$ cat src/rtl/heightmap_triangle_height_query_defines.svh
`ifndef HEIGHTMAP_TRIANGLE_HEIGHT_QUERY_DEFINES_SVH
`define HEIGHTMAP_TRIANGLE_HEIGHT_QUERY_DEFINES_SVH

// Same-cycle implication, sampled on clk, off during reset.
`define HTQ_ASSERT_NOW(label, ante, cons) \
	label: assert property (@(posedge clk) disable iff (!arst_n) (ante) |-> (cons)) \
		else $error("htq assertion failed");

// Next-cycle implication, sampled on clk, off during reset.
`define HTQ_ASSERT_NEXT(label, ante, cons) \
	label: assert property (@(posedge clk) disable iff (!arst_n) (ante) |=> (cons)) \
		else $error("htq assertion failed");

`endif

$ cat src/rtl/htq_pkg.sv
package htq_pkg;

	localparam int VERTS_PER_ROW = 64;
	localparam int VERTS_PER_COL = 64;
	localparam int COL_W  = $clog2(VERTS_PER_ROW);
	localparam int ROW_W  = $clog2(VERTS_PER_COL);
	localparam int ADDR_W = $clog2(VERTS_PER_ROW * VERTS_PER_COL);
	localparam int DEPTH  = VERTS_PER_ROW * VERTS_PER_COL;

	localparam int SAMPLE_W = 16;
	localparam int XS_OFF   = (VERTS_PER_ROW - 1) * 128;
	localparam int ZS_OFF   = (VERTS_PER_COL - 1) * 128;
	// dividend bias: cs << BIAS_SH keeps every dividend non-negative
	localparam int BIAS_SH  = 23;
	localparam int DIV_BITS = 32;
	localparam int CNT_W    = $clog2(DIV_BITS);
	localparam int Q_W      = 26;
	localparam int ACC_W    = 46;

	localparam logic [7:0]  CS_RESET = 8'd10;
	localparam logic [15:0] HS_RESET = 16'd128;

	localparam logic REG_CELL_SPACING = 1'b0;
	localparam logic REG_HEIGHT_SCALE = 1'b1;

	localparam logic FUNC_WRITE = 1'b0;
	localparam logic FUNC_QUERY = 1'b1;

	localparam logic [1:0] CORNER_TL = 2'd0;
	localparam logic [1:0] CORNER_TR = 2'd1;
	localparam logic [1:0] CORNER_BL = 2'd2;
	localparam logic [1:0] CORNER_BR = 2'd3;

	typedef struct packed {
		logic       wr_load;
		logic       wr_en;
		logic       div_load;
		logic       div_step;
		logic       post;
		logic       rd_en;
		logic [1:0] rd_corner;
		logic       cap_en;
		logic [1:0] cap_corner;
		logic       sel;
		logic       mul1;
		logic       mul2;
		logic       emit;
	} cmd_t;

	typedef struct packed {
		logic div_last;
	} sts_t;

	function automatic logic [ADDR_W-1:0] grid_addr(input logic [7:0] r, input logic [7:0] c);
		return ADDR_W'(int'(r) * VERTS_PER_ROW + int'(c));
	endfunction

endpackage

$ cat src/rtl/htq_ctrl.sv
module htq_ctrl import htq_pkg::*; (
	input  logic clk,
	input  logic arst_n,
	input  logic in_valid,
	input  logic in_func,
	output logic in_ready,
	output logic out_valid,
	input  logic out_ready,
	input  sts_t sts,
	output cmd_t cmd
);
	localparam logic [3:0] S_IDLE  = 4'd0;
	localparam logic [3:0] S_WRITE = 4'd1;
	localparam logic [3:0] S_DIV   = 4'd2;
	localparam logic [3:0] S_POST  = 4'd3;
	localparam logic [3:0] S_RD0   = 4'd4;
	localparam logic [3:0] S_RD1   = 4'd5;
	localparam logic [3:0] S_RD2   = 4'd6;
	localparam logic [3:0] S_RD3   = 4'd7;
	localparam logic [3:0] S_RD4   = 4'd8;
	localparam logic [3:0] S_SEL   = 4'd9;
	localparam logic [3:0] S_MUL1  = 4'd10;
	localparam logic [3:0] S_MUL2  = 4'd11;
	localparam logic [3:0] S_EMIT  = 4'd12;

	logic [3:0] state_q, state_d;
	logic       out_valid_q;
	logic       out_free;

	assign out_free  = !out_valid_q || out_ready;
	assign in_ready  = (state_q == S_IDLE);
	assign out_valid = out_valid_q;

	always_comb begin
		state_d = state_q;
		cmd     = '0;
		unique case (state_q)
			S_IDLE: begin
				if (in_valid) begin
					if (in_func == FUNC_QUERY) begin
						cmd.div_load = 1'b1;
						state_d      = S_DIV;
					end else begin
						cmd.wr_load = 1'b1;
						state_d     = S_WRITE;
					end
				end
			end
			S_WRITE: begin
				cmd.wr_en = 1'b1;
				state_d   = S_IDLE;
			end
			S_DIV: begin
				cmd.div_step = 1'b1;
				if (sts.div_last) begin
					state_d = S_POST;
				end
			end
			S_POST: begin
				cmd.post = 1'b1;
				state_d  = S_RD0;
			end
			S_RD0: begin
				cmd.rd_en     = 1'b1;
				cmd.rd_corner = CORNER_TL;
				state_d       = S_RD1;
			end
			S_RD1: begin
				cmd.rd_en      = 1'b1;
				cmd.rd_corner  = CORNER_TR;
				cmd.cap_en     = 1'b1;
				cmd.cap_corner = CORNER_TL;
				state_d        = S_RD2;
			end
			S_RD2: begin
				cmd.rd_en      = 1'b1;
				cmd.rd_corner  = CORNER_BL;
				cmd.cap_en     = 1'b1;
				cmd.cap_corner = CORNER_TR;
				state_d        = S_RD3;
			end
			S_RD3: begin
				cmd.rd_en      = 1'b1;
				cmd.rd_corner  = CORNER_BR;
				cmd.cap_en     = 1'b1;
				cmd.cap_corner = CORNER_BL;
				state_d        = S_RD4;
			end
			S_RD4: begin
				cmd.cap_en     = 1'b1;
				cmd.cap_corner = CORNER_BR;
				state_d        = S_SEL;
			end
			S_SEL: begin
				cmd.sel = 1'b1;
				state_d = S_MUL1;
			end
			S_MUL1: begin
				cmd.mul1 = 1'b1;
				state_d  = S_MUL2;
			end
			S_MUL2: begin
				cmd.mul2 = 1'b1;
				state_d  = S_EMIT;
			end
			S_EMIT: begin
				if (out_free) begin
					cmd.emit = 1'b1;
					state_d  = S_IDLE;
				end
			end
			default: begin
				state_d = S_IDLE;
			end
		endcase
	end

	always_ff @(posedge clk or negedge arst_n) begin
		if (!arst_n) begin
			state_q     <= S_IDLE;
			out_valid_q <= 1'b0;
		end else begin
			state_q <= state_d;
			if (cmd.emit) begin
				out_valid_q <= 1'b1;
			end else if (out_ready) begin
				out_valid_q <= 1'b0;
			end
		end
	end
endmodule

$ cat config.mk
export PLATFORM = sky130hd
export DESIGN_NAME = htq_ctrl
export DESIGN_NICKNAME = d
export VERILOG_FILES = /design/src/rtl/heightmap_triangle_height_query_defines.svh /design/src/rtl/htq_pkg.sv /design/src/rtl/htq_ctrl.sv
export SDC_FILE = /design/constraint.sdc
export NUM_CORES = 1
export LEC_CHECK = 0
export CORE_AREA = 2 2 39 41
export CTS_BUF_LIST = sky130_fd_sc_hd__clkbuf_16
export DETAILED_ROUTE_END_ITERATION = 7
export DIE_AREA = 0 0 41 43
export DONT_BUFFER_PORTS = 1
export GPL_TIMING_DRIVEN = 1
export PLACE_DENSITY = 0.52
export SLEW_MARGIN = 20
export SYNTH_ARGS = -nofsm -noshare
export SYNTH_HDL_FRONTEND = slang
export SYNTH_SLANG_ARGS = --single-unit
export TNS_END_PERCENT = 5
$ cat constraint.sdc
create_clock -name clk -period 1.03 [get_ports clk]
set_input_delay 0.0515 -clock clk [delete_from_list [all_inputs] [get_ports clk]]
set_output_delay 0.0515 -clock clk [all_outputs]
set_load 0.03 [all_outputs]
-- After elaboration in Yosys (flattened, before gate mapping)
Index checks and enable logic that the tools add are counted.
- bits in registers: 5
- latch bits: 0
- bits in writable memories: 0
- memory bits (read-only): 0
- input bits: 6
- output and inout port bits: 17
- word-level logic and storage cells: 45
- memories: 0
- $add $sub $neg: 0
- multipliers: 0
- div/mod/pow operators: 0
- magnitude comparators: 0
- equal/unequal tests: 15
- shifts and indexed selects: 0
- mux-type cells: 23
- bitwise operators: 0
- reductions and logical operators: 5
- operators with widths (kind ; number):
    one-hot mux 4 bit (12 select lines) ; 1
    one-hot mux 3 bit (4 select lines) ; 2
    == test 4 bit (second input constant) ; 5
    == test 4 x 3 -> 1 bit (second input constant) ; 4
    2-to-1 mux 1 bit ; 16
    2-to-1 mux 4 bit ; 3
    == test 4 x 2 -> 1 bit (second input constant) ; 2
    inequality test 2 bit (second input constant) ; 3
    == test 4 x 1 -> 1 bit (second input constant) ; 1
    zero test 4 bit ; 1
    AND reduction 3 bit ; 1
    2-to-1 mux 2 bit ; 1
    nonzero test 2 bit ; 1
    zero test 1 bit ; 1
    logical OR 1 bit ; 1

-- Logic depth before layout (Yosys ltp)
Gate-level depths: netlist (run 1).
- word-level depth: 5
- gate-level depth with buffers: 4

-- Least setup slack after synthesis (run 1)
No wires, ideal clock.
- kind: reg-to-output
- from: register state_q[3]
- to: output cmd[14] in the netlist's numbering
- arrival: 1.666 ns
- required time: 0.978 ns
- slack: -0.687 ns
- stages on the path, launching flop included: 4
- cell sequence: dfrtp_1 -> nor4_2 -> nand2_1 -> nor2_1
- RTL lines (what ; RTL line ; text):
    start: declaration ; htq_ctrl.sv:26 ; logic [3:0] state_q, state_d;
    start signal: assignment ; htq_ctrl.sv:123 ; state_q <= state_d;
    end: declaration ; htq_ctrl.sv:10 ; output cmd_t cmd

==> results of run 1 <==
[final timing paths]
check,from,end,slack (ps),cells past startpoint
worst min register to register,state_q[2]$_DFFE_PN0P_,state_q[2]$_DFFE_PN0P_,670,2
worst min-delay path,in_valid,state_q[0]$_DFFE_PN0P_,60,2
min in group asynchronous,arst_n,state_q[1]$_DFFE_PN0P_,120,1
worst max register to register,state_q[0]$_DFFE_PN0P_,state_q[2]$_DFFE_PN0P_,-90,4
max in group asynchronous,arst_n,state_q[3]$_DFFE_PN0P_,700,1
worst max-delay path,state_q[2]$_DFFE_PN0P_,cmd[14],-390,3
[state kept, by name, indices dropped and copies added (netlist names)]
| register | count |
|---|---|
| out_valid | 1 |
| state_q | 4 |
[stage by stage]
| stage | TNS [ps] | setup slack (ps) | utilization, % |
|---|---|---|---|
| finish | -4890 | -388 | 61.8 |
| global route | -5850 | -481 | 61.8 |
| CTS | -5150 | -405 | 59.5 |
| detailed placement | -2250 | -195 | 49.5 |
| global placement | -1930 | -156 | 49.5 |
| floorplan | -3370 | -316 | - |
[power breakdown]
part | internal, W | switching, W
Clock | 0.000503 | 0.000133
Sequential | 0.000297 | 0.000151
Combinational | 0.00108 | 0.00124
[critical path, stage by stage (launching register included)]
cell and delay, ps:
dfrtp_2 460, nor4_4 330, nand2_1 140, nor2_4 200
[final cells by class]
type | instances | area [um2]
tap | 16 | 20.0
timing repair buffer | 30 | 274
sequential | 5 | 130
clock buffer | 3 | 75.1
clock inverter | 1 | 3.75
fill | 108 | 528
multi-input combinational | 43 | 345
inverter | 2 | 7.51
[Yosys cell counts (all sizes together)]
master	instances	area share, %
a21boi	1	1.8
a21oi	2	2.5
a22oi	2	3.7
a31oi	1	1.5
and2	2	3.1
and2b	1	1.8
and3	1	1.5
buf	4	5.5
dfrtp	5	31
inv	2	1.8
nand2	5	4.6
nand2b	3	4.6
nor2	8	7.4
nor2b	1	1.5
nor3	4	6.2
nor4	1	3.1
nor4b	1	3.7
o21ai	5	6.2
o21bai	1	1.8
o22ai	2	3.1
or2	1	1.5
xnor2	1	2.2
[logic make-up (layout without fill, tap and decap cells)]
kind of cell           Yosys count  count (layout)
AND/OR/NAND/NOR                 28              28
XOR/XNOR                         1               1
flip-flops                       5               5
AO/OA/AOI/OAI                   14              14
buffers and inverters            6              36
[routing by layer]
layer	up-vias	part of all wire (%)
li1	246	-
met2	18	52
met5	-	0
met3	3	7.2
met4	0	1.9
met1	230	39
[timing repair]
| item | 4_1_cts | 5_1_grt |
|---|---|---|
| pin swaps | 2 | 1 |
| endpoints found under the hold margin | 5 | 0 |
| resized for setup | 14 | 10 |
| setup buffers | 0 | 0 |
| hold buffers | 1 | 0 |
| endpoints found under the setup margin | 20 | 21 |
==> impl_results.md, run 1 <==
* Status: finished with violations
* Failing checks: setup timing
* CTS tree: done
* Largest family of logic cells by synthesized area: simple AND/OR/NAND/NOR gates
* Max_cap viols at 0
* Total congestion overflow at 0
* M3 GR Usage at 5.24%
* Post-Synth XOR/XNOR Area at 2.15%
* Final period utilization at 138%
* Detailed-route DRC error count at 0
* Vias per cell at 4.97
* Final hold viol count at 0
* GR Util met1 at 19.0%
* Ports at 23
* Endpoint class of the critical path: primary output
* Hold Slack at around 64 ps
* Grt peak-use layer: met2
* Critical Path AT at 1370 ps
* Core Region at 1380 um2
* Syn nets at 60
* Initial Util at 29.4%
* Yosys reg bits at 5
* Site row count at 14
* Clock Tree Buf Depth at 2
* Pin count of the biggest net entering global routing at 9
* Post-Syn Area per Cell at 7.53 um2
* Port bufs at 0
* Final slew viol count at 0
* All-Layer GR Usage at about 15%
* YS warnings at 0
* Detailed router's first-iteration violation count at 1
* # placed instances at 95
* Total power draw at 0.00341 W
* Chip height at around 43 um
* Area Growth Syn to Fin at 110%
* GR Layer Usage met2 at 22.8%
* Root Driver: clkbuf_16
* WL per Instance at 12.6 um
* Area after DPL at just under 700 um2
* Final setup viols at 19
* Vias at 497
* Final ANT Viol Nets at 0
* Final non-filler cell total at 100
* Antenna fix cells at 0
* Simple-gate share of the synthesized area at 39.1%
* Total wire length at ~1300 um
* Worst-skew pair later-pin latency at 230 ps
* VDD IR-drop max at 0.00223 V
* Period minus WS final at around 1400 ps
* Startpoint Class: flip-flop
* CTS clock-pin slew for the worst setup and hold paths at 30 ps
* CP Data Required Time at 980 ps
* Leakage dissipation at 0.376 nW
* RSZ-0062 raised after global routing: yes
* Proportion of synthesized area in mux cells at 0%
* RD Place Congestion at 0.764
* Post-synthesis instance total at between 50 and 60
* Finished Cell Area at 856 um2
* CP Max Fanout at 7
* First drt pass iteration count at 2
* Hold Path Class: input port to flip-flop
* Syn Std Cell Area at 407 um2
* Final nets at 91
* Synth Area in Adders at 0%
* Max Clk Rate at 0.705 GHz
* Initial antenna violation count at 0
* H-tree depth at 1
* Vias in the first global route at 432
* CTS Buf Count at 3
* Compound-Gate Fraction of Synth Area at 20.6%
* Most frequent cells in the layout: 19 x buf_4, 9 x buf_6, 4 x dfrtp_2
* Final setup margin at -388 ps
* Die area at 1760 um2
* Ratio of cells with drive above 1 in the final layout at 67.9%
* DPL Wire Length at roughly 940 um
* Yosys cell types at 26
* Slew margin rel. at 79.6%
* Worst clock skew at approximately 1.6 ps
* Seq/Total Area, Yosys at 30.8%
* Slew @ Worst Pin at approximately 300 ps
* First-pass GRT wire length at 1810 um
* Commonest non-fill, non-tap cell in the layout: buf_4
* Setup CP Type: flip-flop to primary output
* Die Wd at a little over 40 um
* PD cells at approximately 4000 nW/um2
* Clock sink count at 5
Power figures use the tool's default switching activity.
==> inputs of run 2 (changes only) <==
--- a/config.mk
+++ b/config.mk
@@ -12,7 +12,7 @@
 export DONT_BUFFER_PORTS = 1
 export GPL_TIMING_DRIVEN = 1
 export PLACE_DENSITY = 0.52
-export SLEW_MARGIN = 20
+export SLEW_MARGIN = 15
 export SYNTH_ARGS = -nofsm -noshare
 export SYNTH_HDL_FRONTEND = slang
 export SYNTH_SLANG_ARGS = --single-unit
==> constraint.sdc (replaced) <==
create_clock -name clk -period 1.03 [get_ports clk]
set_input_delay 0.0515 -clock clk [delete_from_list [all_inputs] [get_ports clk]]
set_output_delay 0.0515 -clock clk [all_outputs]
set_load 0.1 [all_outputs]
==> run 2 against run 1 <==
  * The run still ends with setup timing left
  * Sequential share of layout area decreased by 3.7 points
  * Non-clock buffer count rose by 5
  * Routed wire length grew 50%
  * Clock skew is 1.1 ps lower
  * Final area grew 31%
  * Setup slack got worse by 65 ps
  * Fmax down 4.4%
  * Register-to-register slack lost 70 ps
  * First-iteration DRC count rose to 19 times the previous value
  * Via count rose by 12%
  * Core utilization rose by 19 points
  * Count of clock-buffer cells in the layout is the same
  * Critical endpoint is now cmd[13]
==> impl_results.md, run 2 (synthesis gave the netlist of run 1 again) <==
* Status: finished with violations
* Failing checks: setup timing
* Chip height at 43 um (unchanged)
* Startpoint Class: flip-flop
* Worst hold endpoint: state_q[2]$_DFFE_PN0P_
* Worst-skew pair later-pin latency at 230 ps (about the same)
* Detailed router's first-iteration violation count at 19 (+18)
* First-pass GRT wire length at 2950 um (+63%)
* Slowest CP cell: dfrtp_2
* CTS Buf Count at 3 (unchanged)
* Final period utilization at 144% (+6.3 points)
* Area Growth Syn to Fin at 176%
* Endpoint class of the critical path: primary output
* Final setup viols at 20 (+1)
* Hold_sp: out_ready
* Initial Util at 29.4% (unchanged)
* Slowest cell delay on critical path at 450 ps (about the same)
* Clock Tree Buf Depth at 2 (unchanged)
* Reg2Reg Depth at 5 (+1)
* Total congestion overflow at 0 (unchanged)
* Final setup margin at -452 ps (-64.6 ps)
* WL per Instance at 18.0 um (+43%)
* Commonest non-fill, non-tap cell in the layout: buf_12
* Max_cap viols at 0 (unchanged)
* Port bufs at 0 (unchanged)
* M3 GR Usage at 3.66% (-1.6 points)
* DPL Wire Length at 1130 um (+21%)
* H-tree depth at 1 (unchanged)
* CTS tree: done
* Final ANT Viol Nets at 0 (unchanged)
* CP Cell Sequence: buf_4 -> buf_12 -> nor3_4 -> buf_12
* Largest reg by FF count: state_q
* Vias per cell at 5.30 (+6.5%)
* Final Util at 81.0% (+19 points)
* Setup CP Type: flip-flop to primary output
* RR Endpoint: state_q[3]$_DFFE_PN0P_
* First drt pass iteration count at 4 (+2)
* CP most frequent cell: buf_12
* Initial antenna violation count at 0 (unchanged)
* All-Layer GR Usage at 26.3% (+11 points)
* Final nets at 96 (+5.5%)
* Critical Path AT at 1430 ps (+60 ps)
* Worst clock skew at 0.525 ps (-1.08 ps)
* Antenna fix cells at 0 (unchanged)
* Ports at 23 (unchanged)
* RSZ-0062 raised after global routing: yes
* R2r setup slk at -160 ps (-70 ps)
* CTS clock-pin slew for the worst setup and hold paths at 30 ps (about the same)
* CP Max Fanout at 5 (-2)
* Hold Slack at 51.2 ps (-13.2 ps)
* Final slew viol count at 0 (unchanged)
* Hold Path Class: input port to flip-flop
* Critical R2R Launch: state_q[1]$_DFFE_PN0P_
* Slew @ Worst Pin at 293 ps (-11.7 ps)
* Root Driver: clkbuf_16
* Die area at 1760 um2 (unchanged)
* Slew margin rel. at 80.4% (+0.78 points)
* Max Clk Rate at 0.675 GHz (-4.4%)
* Pin count of the biggest net entering global routing at 8 (-1)
* Final hold viol count at 0 (unchanged)
* GR Util met1 at 32.7% (+14 points)
* Core Region at 1380 um2 (unchanged)
* GR Layer Usage met2 at 41.3% (+18 points)
* RD Place Congestion at 0.839 (+9.9%)
* Ratio of cells with drive above 1 in the final layout at 73.0% (+5.2 points)
* Total wire length at 1890 um (+50%)
* Most frequent cells in the layout: 16 x buf_12, 14 x buf_4, 4 x nor2_4, 4 x nor3_4, 4 x buf_6
* Vias at 556 (+12%)
* Worst Hold Path Cells at 3 (+1)
* Detailed-route DRC error count at 0 (unchanged)
* CP Data Required Time at 980 ps (about the same)
* Clock sink count at 5 (unchanged)
* Max FFs per register at 4 (unchanged)
* Die Wd at 41 um (unchanged)
* Period minus WS final at 1480 ps (+64.6 ps)
* Vias in the first global route at 564 (+31%)
* Site row count at 14 (unchanged)
* Grt peak-use layer: met2
* Setup TNS at -6400 ps (-1510 ps)
## run 2: worst max path at each step
stage          cells after the start  endpoint  slack, ps                    from
3_5_place_dp                       3    cmd[0]       -280  state_q[1]$_DFFE_PN0P_
5_1_grt                            4   cmd[14]       -500  state_q[2]$_DFFE_PN0P_
3_3_place_gp                       3    cmd[0]       -220  state_q[1]$_DFFE_PN0P_
4_1_cts                            4   cmd[14]       -460  state_q[0]$_DFFE_PN0P_
6_report                           4   cmd[13]       -450  state_q[2]$_DFFE_PN0P_
2_1_floorplan                      3   cmd[14]      -1320  state_q[2]$_DFFE_PN0P_
## run 2: through the flow
step / setup WS, ps / cell area [um2] / std cells
6_report: -452 / 1120 / 105
5_1_grt: -503 / 1120 / 105
4_1_cts: -457 / 1100 / 105
3_5_place_dp: -275 / 930 / 99
3_3_place_gp: -224 / 930 / 99
2_1_floorplan: -1320 / 452 / 54
## run 2: critical path: cells and delay by family, from the launching register on
kind | cells | cell delay, ps
buffers and inverters | 3 | 540
DFF | 1 | 450
and+or+nand+nor | 1 | 220
## run 2: timing repair
item / 4_1_cts / 5_1_grt
gates resized for setup: 22 / 4
endpoints found under the hold margin: 5 / 0
setup buffers: 1 / 0
endpoints found under the setup margin: 21 / 20
pin swaps: 7 / 1
hold buffers: 1 / 0
## run 2: area by class of cell
cell class | instances | area [um2]
Timing Repair Buffer | 35 | 480
Multi-Input combinational cell | 43 | 405
Fill cell | 76 | 263
Sequential cell | 5 | 129
Clock buffer | 3 | 75.1
Tap cell | 16 | 20.0
Inverter | 2 | 7.51
Clock inverter | 1 | 3.75
## run 2: routing by layer
layer,wire length [um],share of wire [%],vias to the layer above
met5,0,0,-
met4,52,2.8,0
met3,76,4.0,4
met2,1010,53,26
met1,752,40,269
li1,-,-,257
Power of run 2 is left out: the tool's default activity adds up to more than one toggle a clock period on the data nets, which glitch-free logic cannot reach.
==> inputs of run 3 (changes only) <==
==> constraint.sdc (replaced) <==
create_clock -name clk -period 1.3 [get_ports clk]
set_input_delay 0.065 -clock clk [delete_from_list [all_inputs] [get_ports clk]]
set_output_delay 0.065 -clock clk [all_outputs]
set_load 0.1 [all_outputs]
==> run 3 against run 2 <==
  * The run still ends with setup timing left
  * Sequential cell count unchanged
  * Sequential share of layout area up 1.6 points
  * Register-to-register slack better by 220 ps
  * Highest routed layer is now met3
==> impl_results.md, run 3 (synthesis gave the netlist of run 1 again) <==
* Antenna fix cells at 0 (unchanged)
* Final setup margin at -168 ps (+284 ps)
* CP Data Required Time at 1240 ps (+260 ps)
* CTS tree: done
* Port bufs at 0 (unchanged)
* Critical Path AT at 1400 ps (-30 ps)
* Detailed router's first-iteration violation count at 8 (-11)
* Largest reg by FF count: state_q
* Commonest non-fill, non-tap cell in the layout: buf_12
* Final Util at 71.3% (-9.7 points)
* Worst clock skew at 1.17 ps (+0.650 ps)
* Max_cap viols at 0 (unchanged)
* Final non-filler cell total at 97 (-7.6%)
* Setup CP Type: flip-flop to primary output
* Worst hold endpoint: out_valid$_DFFE_PN0P_
* WL per Instance at 13.7 um (-24%)
* Critical R2R Launch: state_q[1]$_DFFE_PN0P_
* Final hold viol count at 0 (unchanged)
* # placed instances at 92 (-7.1%)
* Total congestion overflow at 0 (unchanged)
* Vias in the first global route at 499 (-12%)
* Clock Tree Buf Depth at 2 (unchanged)
* Vias per cell at 5.05 (-4.6%)
* Endpoint class of the critical path: primary output
* Max FFs per register at 4 (unchanged)
* RD Place Congestion at 0.902 (+7.5%)
* Initial antenna violation count at 0 (unchanged)
* RSZ-0062 raised after global routing: yes
* Most frequent cells in the layout: 15 x buf_12, 10 x buf_4, 4 x nor3_4
* Total wire length at 1330 um (-30%)
* Slew margin rel. at 79.2% (-1.2 points)
* Status: finished with violations
* Vias at 490 (-12%)
* H-tree depth at 1 (unchanged)
* Reg2Reg Depth at 4 (-1)
* Final ANT Viol Nets at 0 (unchanged)
* Area Growth Syn to Fin at 143%
* Detailed-route DRC error count at 0 (unchanged)
* Final period utilization at 113%
* RR Endpoint: state_q[2]$_DFFE_PN0P_
* Root Driver: clkbuf_16
* Ports at 23 (unchanged)
* Filler cell count at 92 (+21%)
* Final setup viols at 15 (-25%)
* Hold Slack at 93.3 ps (+42.2 ps)
* Worst-skew pair later-pin latency at 230 ps (about the same)
* Reg area at 129 um2 (unchanged)
* Final nets at 88 (-8.3%)
* Setup TNS at -1530 ps (+4870 ps)
* Site row count at 14 (unchanged)
* First drt pass iteration count at 4 (unchanged)
* Initial Util at 29.4% (unchanged)
* CTS clock-pin slew for the worst setup and hold paths at 30 ps (about the same)
* Max Clk Rate at 0.681 GHz
* Die Wd at 41 um (unchanged)
* Final slew viol count at 0 (unchanged)
* Core Region at 1380 um2 (unchanged)
* R2r setup slk at 60 ps (+220 ps)
* Hold Path Class: input port to flip-flop
* CTS Buf Count at 3 (unchanged)
* Hold_sp: out_ready
* CP Max Fanout at 5 (unchanged)
* Worst Hold Path Cells at 2 (-1)
* Ratio of cells with drive above 1 in the final layout at 66.7% (-6.4 points)
* Die area at 1760 um2 (unchanged)
* Pin count of the biggest net entering global routing at 9 (+1)
* All-Layer GR Usage at 18.6% (-7.7 points)
* Clock sink count at 5 (unchanged)
* Startpoint Class: flip-flop
* Area of the multi-input gates at 355 um2 (-12%)
* Slew @ Worst Pin at 311 ps (+18.2 ps)
* Chip height at 43 um (unchanged)
* Period minus WS final at roughly 1500 ps
* First-pass GRT wire length at 2230 um (-25%)
* Failing checks: setup timing
* DPL Wire Length at 983 um (-13%)
-- run 3: timing repair --
action / in CTS / in global routing
pin swaps: 3 / 1
buffers inserted: 0 / 0
gates resized for setup: 10 / 3
endpoints found under the setup margin: 16 / 16
hold buffers: 1 / 0
hold endpoints to repair: 5 / 0
-- run 3: layer usage --
metal / track usage, % / up-vias / part of all wire, %
met3: 5.76 / 0 / 6.1
met2: 29.7 / 14 / 55
met4: 2.00 / 0 / 0
li1: - / 240 / -
met1: 24.7 / 236 / 38
met5: 0 / - / 0
-- run 3: layout make-up --
cell class / count / area share [%]
clock buffers: 3 / 7.60
clock inverters: 1 / 0.380
inverters: 2 / 0.760
multi-input cells: 43 / 36.0
flip-flops and latches: 5 / 13.1
well taps: 16 / 2.03
repair buffers: 27 / 40.2
-- run 3: metrics by stage --
step           instance area (um2)  setup WS (ps)
2_1_floorplan                  452          -1060
3_3_place_gp                   865           24.2
3_5_place_dp                   865           26.8
4_1_cts                        981           -190
5_1_grt                        987           -259
6_report                       987           -168
-- run 3: worst max-delay path: stages (launching register included) --
cell and delay, ps:
dfrtp_2 430, buf_4 170, nand2b_1 200, nor3_4 170
buf_12 200
-- run 3: how the worst max path moves through the flow --
stage,startpoint,endpoint,cells past startpoint
floorplan,state_q[2]$_DFFE_PN0P_,cmd[14],3
global placement,state_q[1]$_DFFE_PN0P_,cmd[0],3
detailed placement,state_q[1]$_DFFE_PN0P_,cmd[0],3
CTS,state_q[0]$_DFFE_PN0P_,cmd[14],4
global route,state_q[0]$_DFFE_PN0P_,cmd[14],4
finish,state_q[0]$_DFFE_PN0P_,cmd[11],4
Power of run 3 is left out for the same reason.
